===== src/rtl/ffaa_ram.sv =====
module ffaa_ram #(
   parameter int WIDTH = 8,
   parameter int DEPTH = 64
) (
   input  logic                     clock,
   input  logic                     wr_en,
   input  logic [$clog2(DEPTH)-1:0] wr_addr,
   input  logic [WIDTH-1:0]         wr_data,
   input  logic [$clog2(DEPTH)-1:0] rd_addr,
   output logic [WIDTH-1:0]         rd_data
);
   logic [WIDTH-1:0] mem [DEPTH];

   always_ff @(posedge clock) begin
      if (wr_en) begin
         mem[wr_addr] <= wr_data;
      end
      rd_data <= mem[rd_addr];
   end
endmodule


===== config.mk =====
export PLATFORM = sky130hd
export DESIGN_NAME = ffaa_ram
export DESIGN_NICKNAME = d
export VERILOG_FILES = /design/src/rtl/ffaa_ram.sv
export SDC_FILE = /design/constraint.sdc
export NUM_CORES = 1
export LEC_CHECK = 0
export BUFFER_PORTS_ARGS = -buffer_cell sky130_fd_sc_hd__buf_4
export CAP_MARGIN = 40
export CORE_AREA = 3 3 248 250
export DETAILED_ROUTE_END_ITERATION = 10
export DIE_AREA = 0 0 251 253
export PLACE_DENSITY = 0.58
export SYNTH_ARGS = -nofsm -noshare
export SYNTH_HDL_FRONTEND = slang
export SYNTH_SLANG_ARGS = --single-unit

===== constraint.sdc =====
create_clock -name clock -period 1.8 [get_ports clock]
set_clock_uncertainty 0.1 [all_clocks]
set_input_delay 0.09 -clock clock [delete_from_list [all_inputs] [get_ports clock]]
set_output_delay 0.09 -clock clock [all_outputs]
set_load 0.02 [all_outputs]

Word-level counts from Yosys, hierarchy flattened --
Memories as Yosys holds them, arrays and structs flattened. A register that Yosys moved wholly into a read port is not among the register bits. Index checks and enable logic that the tools add are counted.
Storage, ports and cells: flip-flop bits (word level) 0, RAM bits 512, memories kept 1
Memory list:
- mem | words 64, bits a word 8, read ports 1, clocked after memory_dff 1, write ports 1, line 12 | logic [WIDTH-1:0] mem [DEPTH];
Cells by class: mux-type cells 2
Operator list (number):
- $mux W1 | 2

Depth between registers and ports, before layout --
depth after elaboration 2, mapped depth 9, gate-level depth less buffers 5

Worst setup path before layout --
OpenSTA, ideal clock, no wires.
path type input-to-reg, start point input rd_addr[1], end point register rd_data[3] (read register of mem), arrival 1.630 ns, data required time 1.572 ns, path slack -0.058 ns, stages 7, cell sequence buf_4 -> buf_2 -> buf_2 -> mux4_2 -> mux4_2 -> o21ai_1 -> o41ai_1
RTL lines:
- start, declared | line 9 | input logic [$clog2(DEPTH)-1:0] rd_addr,
- end, declared | line 10 | output logic [WIDTH-1:0] rd_data

==> flow_metrics.py <==
metrics = {
    "route": {
        "via_count": 9990,
        "drt-initial-drc-count": 868,
        "drt-wirelength-per-cell_um": 24.1,
        "drtPass1Iterations": 7,
        "route.detailed.drc": 0,
        "post_drt_via_cell_ratio": 5.13,
        "postRouteWirelength_um": 47000,
        "antenna_left": 0,
    },
    "layout": {
        "fillers": 5251,
        "final-seq-area_mm2": 0.0155,
        "stdcell_area_mm2": 0.0242,
        "multi_input_area_mm2": 0.00451,
        "area_growth_pct": 20.2,
        "finalNetCount": 1156,
        "drive_gt1_frac": 0.352,
    },
    "setup_path": {
        "crit_arrival_ns": 2.32,
        "ff2ff_setup_slack_ns": -0.16,
        "cp-end-kind": "register",
        "r2r_cells": 4,
        "critPathKind": "register to register",
        "cp_num_buf_inv": 0,
        "critPathMostFrequentCell": "mux4_2",
        "crit_path_max_incr_delay_ns": 0.50,
        "startpoint_type": "register",
        "critical_path_required_ns": 2.16,
        "crit_chain": "mux4_2 -> mux4_2 -> nor2_1 -> o32ai_2",
        "slowest_stage": "mux4_2",
        "cp_top_family": "multiplexers",
        "worstPathMaxFanout": 1,
        "cp_num_cells": 4,
    },
    "clock_network": {
        "cts.sinks": 520,
        "clockBufferDepth": 3,
        "cts_tree": "built",
        "root_buffer": "clkbuf_16",
        "clk_latency_ns": 0.59,
        "numCtsBuffers": 52,
        "clkSlewWorstSetupHoldPaths_ns": 0.06,
        "cts_setup_buffers": 0,
        "ctsHtreeMaxLevel": 2,
    },
    "global_routing": {
        "grt_util_met3": 0.0315,
        "gr-total-overflow": 0,
        "gr-usage-met1": 0.213,
        "antenna_found_initial": 1,
        "grt_max_degree": 65,
        "globalRouteMet2Util": 0.235,
        "grt_pass1_wl_um": 70000,
        "grt_pass1_vias": 10415,
        "grt_usage": 0.151,
        "top_usage_layer": "met2",
    },
    "yosys": {
        "synth_cell_type_count": 40,
        "synth_ff_type": "edfxtp_1",
        "avgSynthCellArea_um2": 21.5,
        "async_flop_share": 0,
        "ys_warn_count": 0,
        "synth_edf_count": 512,
        "ys_seq_area_frac": 0.770,
        "yosys_register_bits": 520,
        "syn_nets": 962,
        "syn-cell-area_mm2": 0.0202,
        "synth_cells": 940,
    },
    "sta": {
        "rsz0062_at_grt": "true",
        "worstMarginPinSlew_ns": 0.762,
        "final_hold_viol_count": 0,
        "setup_violations": 6,
        "worst_slack_ns": -0.162,
        "fin_crit_sh": 1.09,
        "max_slew_margin": 0.492,
        "fmaxAchievable_mhz": 510,
        "maxSlewViolCount": 0,
        "timing.hold.ws_ns": 0.0251,
        "fin_setup_tns_ns": -0.498,
        "min_period_ns": 1.96,
    },
    "hold_path": {
        "min_path_type": "input pin to register",
        "worstHoldPathCells": 1,
    },
    "die": {
        "dieWidth_um": 251,
        "rows": 89,
        "coreArea_mm2": 0.0592,
        "ios": 30,
        "fp.dieArea_mm2": 0.0635,
        "start_util": 0.340,
        "die_y_um": 253,
    },
    "power_and_ir_drop": {
        "p_per_area_mw_per_mm2": 1040,
        "p_leak_nw": 7.81,
        "p_total_w": 0.0251,
        "peakVddDrop_mv": 0.683,
    },
    "place": {
        "dpl_cell_area_mm2": 0.0223,
        "io_buffers": 29,
        "gp_congestion": 0.795,
        "dp_hpwl_um": 30000,
        "dp_slack_ns": -0.527,
    },
    "job": {
        "drv_cap": 0,
    },
    "status": {
        "outcome": "finished with violations",
        "violations": "negative setup slack",
    },
}
## metal layers
layer,vias up,share of wire
met5,-,0
met4,0,0.025
met3,69,0.075
met2,324,0.47
met1,5275,0.43
li1,4322,-
## layout by cell type, fill, tap and decap left out, types with 6 or more instances in the layout
cell / count
buf_12: 11
buf_4: 166
clkbuf_1: 10
clkbuf_16: 54
clkinv_1: 12
clkinv_2: 11
dfxtp_1: 8
dlygate4sd3_1: 12
edfxtp_1: 512
mux2_2: 7
mux2_4: 6
mux2i_1: 23
mux4_2: 126
nand2_1: 18
nand2b_1: 7
nand3_1: 13
nor2_1: 80
nor2b_1: 14
o221ai_1: 8
o22ai_1: 8
## synth_stat cells (all sizes together) (13+ instances only)
library cell | instances | area share
nor2b | 14 | 0.0043
buf | 34 | 0.013
nand2 | 19 | 0.0035
edfxtp | 512 | 0.76
nor2 | 83 | 0.015
mux4 | 126 | 0.14
clkbuf | 17 | 0.0032
mux2i | 23 | 0.011
mux2 | 13 | 0.0073
nand3 | 13 | 0.0032
## cells by family (layout without fill, tap and decap cells)
kind of cell           after synthesis  count (layout)  share of synthesized area
flip-flops                         520             520                      0.770
multiplexers                       162             162                      0.159
AND/OR/NAND/NOR                    153             153                     0.0339
AO/OA/AOI/OAI                       54              54                     0.0207
buffers and inverters               51             286                     0.0157
other                                0               1                          0
## stage by stage
stage | cells | util
3_3_place_gp | 1841 | 0.377
4_1_cts | 1948 | 0.408
5_1_grt | 1948 | 0.409
3_5_place_dp | 1841 | 0.377
6_report | 1949 | 0.409
2_1_floorplan | 940 | -
## sequential cells by signal (all words and copies together) (netlist names)
signal   flops
mem        512
rd_data      8
## final cells by class
cell class / instances / area share
sequential: 520 / 0.641
multi-input combinational: 369 / 0.186
timing repair buffer: 191 / 0.0665
clock buffer: 64 / 0.0573
tap: 773 / 0.0399
clock inverter: 31 / 0.00893
antenna: 1 / 0.000103
## timing repair
item,CTS,global route
endpoints found under the hold margin,369,0
setup endpoints to repair,8,8
gates resized for setup,30,8
pin swaps,9,1
hold buffers,12,0
## worst paths after layout
check / startpoint / endpoint
min: wr_data[1] / mem[23][1]$_DFFE_PP_
max reg2reg: mem[35][6]$_DFFE_PP_ / rd_data[6]$_DFF_P_
min reg2reg: mem[26][6]$_DFFE_PP_ / rd_data[6]$_DFF_P_
max: mem[35][6]$_DFFE_PP_ / rd_data[6]$_DFF_P_
## report_power, final
part / leakage [nW] / switching (W) / internal (W) / total (W)
sequential: 4.67 / 0.0000494 / 0.0134 / 0.0135
clock: 0.783 / 0.00440 / 0.00576 / 0.0102
combinational: 2.35 / 0.000859 / 0.000657 / 0.00152
total: 7.81 / 0.00531 / 0.0198 / 0.0251
No activity file was read; power rests on OpenSTA's default activity.
